`config.mk`:
```
export PLATFORM = sky130hd
export DESIGN_NAME = spc_sqrt
export DESIGN_NICKNAME = d
export VERILOG_FILES = /design/src/rtl/spc_sqrt.sv
export SDC_FILE = /design/constraint.sdc
export NUM_CORES = 2
export LEC_CHECK = 0
export ABC_CLOCK_PERIOD_IN_PS = 3540
export BUFFER_PORTS_ARGS = -buffer_cell sky130_fd_sc_hd__clkbuf_2
export CAP_MARGIN = 20
export CORE_MARGIN = 3
export CORE_UTILIZATION = 43
export CTS_CLUSTER_SIZE = 10
export DETAILED_ROUTE_END_ITERATION = 8
export PLACE_DENSITY = 0.56
export SLEW_MARGIN = 25
export SYNTH_ARGS = -nofsm -noshare
export SYNTH_HDL_FRONTEND = slang
export SYNTH_SLANG_ARGS = --single-unit
```
`constraint.sdc`:
```
create_clock -name clk -period 3.54 [get_ports clk]
set_input_delay 0.354 -clock clk [delete_from_list [all_inputs] [get_ports clk]]
set_output_delay 0.354 -clock clk [all_outputs]
set_load 0.02 [all_outputs]
```
`src/rtl/spc_sqrt.sv`:
```
module spc_sqrt #(
	parameter int N_BITS = 50,
	parameter int PW = 1
) (
	input  logic                clk,
	input  logic                arst_n,
	input  logic                en,
	input  logic                v_in,
	input  logic [N_BITS-1:0]   rad_in,
	input  logic [PW-1:0]       pay_in,
	output logic                v_out,
	output logic [N_BITS/2-1:0] root_out,
	output logic [PW-1:0]       pay_out
);
	localparam int RB = N_BITS / 2;
	localparam int RW = RB + 2;

	logic              v_s    [0:RB-1];
	logic [N_BITS-1:0] rad_s  [0:RB-1];
	logic [RW-1:0]     rem_s  [0:RB-1];
	logic [RB-1:0]     root_s [0:RB-1];
	logic [PW-1:0]     pay_s  [0:RB-1];

	// One root bit per stage, two radicand bits brought down each time.
	for (genvar k = 0; k < RB; k++) begin : g_stage
		logic              cur_v;
		logic [N_BITS-1:0] cur_rad;
		logic [RW-1:0]     cur_rem;
		logic [RB-1:0]     cur_root;
		logic [PW-1:0]     cur_pay;
		logic [RW-1:0]     rem_t, trial;
		logic              ge;

		if (k == 0) begin : g_first
			assign cur_v    = v_in;
			assign cur_rad  = rad_in;
			assign cur_rem  = '0;
			assign cur_root = '0;
			assign cur_pay  = pay_in;
		end else begin : g_next
			assign cur_v    = v_s[k-1];
			assign cur_rad  = rad_s[k-1];
			assign cur_rem  = rem_s[k-1];
			assign cur_root = root_s[k-1];
			assign cur_pay  = pay_s[k-1];
		end

		assign rem_t = {cur_rem[RW-3:0], cur_rad[N_BITS-1 -: 2]};
		assign trial = {cur_root, 2'b01};
		assign ge    = rem_t >= trial;

		always_ff @(posedge clk or negedge arst_n) begin
			if (!arst_n) begin
				v_s[k] <= 1'b0;
			end else if (en) begin
				v_s[k] <= cur_v;
			end
		end

		always_ff @(posedge clk) begin
			if (en) begin
				rad_s[k]  <= cur_rad << 2;
				rem_s[k]  <= ge ? rem_t - trial : rem_t;
				root_s[k] <= {cur_root[RB-2:0], ge};
				pay_s[k]  <= cur_pay;
			end
		end
	end

	assign v_out    = v_s[RB-1];
	assign root_out = root_s[RB-1];
	assign pay_out  = pay_s[RB-1];
endmodule

```
==> reports/metrics.cfg <==
[critical_path]
cpMaxStageDelayCell = edfxtp_1
max_stage_delay_ns = 0.39
cp_top_family = compound AO/OA/AOI/OAI gates
required_ns = 4.09
crit_path_end_kind = flip-flop
worst-path-buf-inv = 2
arrival_ns = 3.95
crit_type = reg2reg
startpoint_type = flip-flop
cp_max_fo = 10
cp_cell_sequence = ha_1 -> a211oi_1 -> nand3_1 -> o211a_1 -> o41a_1 -> a22oi_2 -> a21oi_2 -> o31a_1 -> nor4_4 -> buf_6 -> clkbuf_16 -> mux2_2

[status]
status = finished clean

[power]
combPwrFrac_pct = 18.8
p_int_uw = 36600
p_leak_uw = 0.0307
p_total_uw = 50200
power_frac_clock_pct = 32.6
seqPwrFrac_pct = 48.7
switchingPower_uw = 13600
p_per_area_nw_per_um2 = 627
p_sw_share_pct = 27.1
peakVddDrop_uv = 481

[yosys]
ys_types = 90
synth_top_flop_cell = edfxtp_1
syn_area_um2 = 70200
synth_edf_count = 1517
async_flop_share_pct = 1.62
synth-seq-area-share_pct = 65.8
yosysWarningCount = 0
syn_area_per_cell_um2 = 13.4
syn-num-nets = 5635
syn_inst = 5229
synth-seq-cells = 1542

[layout]
syn2layout_area_growth_pct = 13.8
multiInputGateArea_um2 = 22200
layout.area.seq_um2 = 46200
utilization_pct = 49.6
drive_gt1_share_pct = 9.54
layout_common_cells = edfxtp_1 (1517), inv_1 (425), ha_1 (346)
layout_commonest_cell = edfxtp_1
nNetsFinal = 5975
nFillCells = 14090

[timing]
finalHoldViolCount = 0
finalSetupViolCount = 0
drv_slew = 0
period_share_pct = 96.1
maxSlewHeadroom_pct = 47.3
fmaxAchievable_ghz = 0.294
skew_ns = 0.0445
worst_pin_slew_ns = 0.771
period_needed_ns = 3.40

[place]
dpl.hpwl_um = 96400
gp_congestion = 0.840
port-buffer-count = 81

[global_routing]
top_usage_layer = met2
grt_antenna_before_repair = 0
track_usage_pct = 16.1
gr-total-overflow = 0
grt_use_met1_pct = 20.3
gr-usage-met2_pct = 28.0
grt_util_met3_pct = 2.92
grt_pass1_wl_um = 217000
grt_pass1_vias = 40266
grt_max_degree = 96

[route]
routed_wl_um = 136000
ant_nets = 0
dr.pass1.iters = 5
via_per_inst = 5.16
via_count = 40239
wl_per_cell_um = 17.4
drt-initial-drc-count = 2550
drc = 0

[clock_tree]
cts_num_sinks = 1542
cts_tree = built
clk_pin_slew_ns = 0.06
clock_latency_ns = 0.81
root_buffer = clkbuf_16
cts_max_level = 4
cts_buffer_depth = 3
numCtsBuffers = 179

[floorplan]
core_area_um2 = 161000
die_h_um = 410
fp.dieW_um = 410
dieArea_um2 = 168000
start_util_pct = 43.5
num_rows = 147
io_pins = 82

[hold_path]
holdCritPathClass = in2async

[job]
maxCapViolations = 0

[power groups by stage]
| stage | Sequential (µW) | Clock, µW | Combinational (µW) |
|---|---|---|---|
| after CTS | 24500 | 17000 | 9350 |
| after global placement | 24800 | 0 | 9140 |
| after detailed placement | 24800 | 0 | 9240 |
| after floorplan | 24200 | 0 | 6850 |
| after global routing | 24700 | 17700 | 10600 |
| final | 24400 | 16300 | 9410 |
[final cells by class]
class / count / share of cell area, %
Antenna cell: 1 / 0.00313
Clock buffer: 215 / 5.79
Clock inverter: 36 / 0.551
Inverter: 426 / 2.00
Multi-Input combinational cell: 3170 / 27.8
Sequential cell: 1542 / 57.8
Tap cell: 2160 / 3.38
Timing Repair Buffer: 250 / 2.73
[metrics by stage]
step           hold slack (ns)  cells  setup WS, ns  setup TNS (ns)  cell area, µm²
5_1_grt                  0.103   7799       -0.0359          -0.275           79900
3_3_place_gp             0.387   7488        0.0622               0           74100
3_5_place_dp             0.401   7488        0.0482               0           74100
6_report                0.0963   7800         0.140               0           79900
2_1_floorplan           0.0584   5229         0.139               0           70200
4_1_cts                 0.0432   7794        0.0501               0           79700
[registers in the layout (all words and copies together) (netlist names)]
name / count
root_s: 325
g_stage.cur_v: 24
pay_s: 25
rem_s: 567
rad_s: 600
v_out: 1
[layer usage]
layer	share of wire (%)	wire length (µm)
met3	3.6	4900
met5	0	0
met4	2.7	3620
met1	44	59300
met2	50	68000
[repair_timing]
item	CTS	global route
setup buffers	0	3
gates resized for setup	0	20
endpoints found under the hold margin	87	0
endpoints found under the setup margin	0	64
hold buffers	55	0
[synthesized netlist by cell type, types with 7 or more instances]
cell type  instances  area, µm²
clkbuf_1          71        267
o21bai_1          23        173
o21ai_0          239       1200
nand3b_1          17        128
nor2b_1           51        319
o31a_1             8       70.1
nand2_1          301       1130
or3_1             45        282
nand2b_1          65        407
o31ai_1           33        248
a21o_1           129        968
nor2_1           341       1280
mux2_2            81        912
buf_2             11       55.1
a31o_2             7       61.3
o41ai_1           13        114
a21boi_0          21        158
nor3_1           116        581
nand4_1           51        319
and2_1            15       93.8
a211oi_1          26        195
edfxtp_1        1517      45600
mux2_1            12        135
inv_1            426       1600
and4_1             8       70.1
ha_1             351       4390
xor2_1           218       1910
a2111oi_0         10       87.6
or4_1             27        203
xnor2_1          245       2150
nor4_1            68        425
and3_1            17        106
a21oi_1          305       1530
nor4b_1            7       61.3
or2_2             16        100
buf_1              7       26.3
a211o_1           16        140
dfrtp_1           25        626
nand3_1           79        395
a31oi_1           20        125
nor3b_1            8       60.1
o21a_1            59        443
o211ai_1          14        105
o22ai_1            8       50.1
[final timing paths]
path	start	to	slack, ns	depth (start not counted)
max	rem_s[2][166]$_DFFE_PP_	rem_s[2][209]$_DFFE_PP_	0.14	12
min	arst_n	v_out$_DFFE_PN0P_	0.1	2
max reg2reg	rem_s[2][166]$_DFFE_PP_	rem_s[2][209]$_DFFE_PP_	0.14	12
min reg2reg	rad_s[0][361]$_DFFE_PP_	rad_s[1][27]$_DFFE_PP_	0.41	0
max in group asynchronous	arst_n	g_stage[18].cur_v$_DFFE_PN0P_	3.04	2
min in group clk	rad_in[2]	rad_s[0][2]$_DFFE_PP_	0.27	2
[cell families after synthesis]
group,count (synthesis),synth area share (%)
muxes,99,1.58
other,1,0.00534
and+or+nand+nor,1261,8.89
DFF,1542,65.8
xor gates and xnor gates,463,5.78
adders and majority gates,351,6.25
AOI/OAI and AO/OA,995,8.92
buffers and inverters,517,2.80
Power figures use the tool's default switching activity.
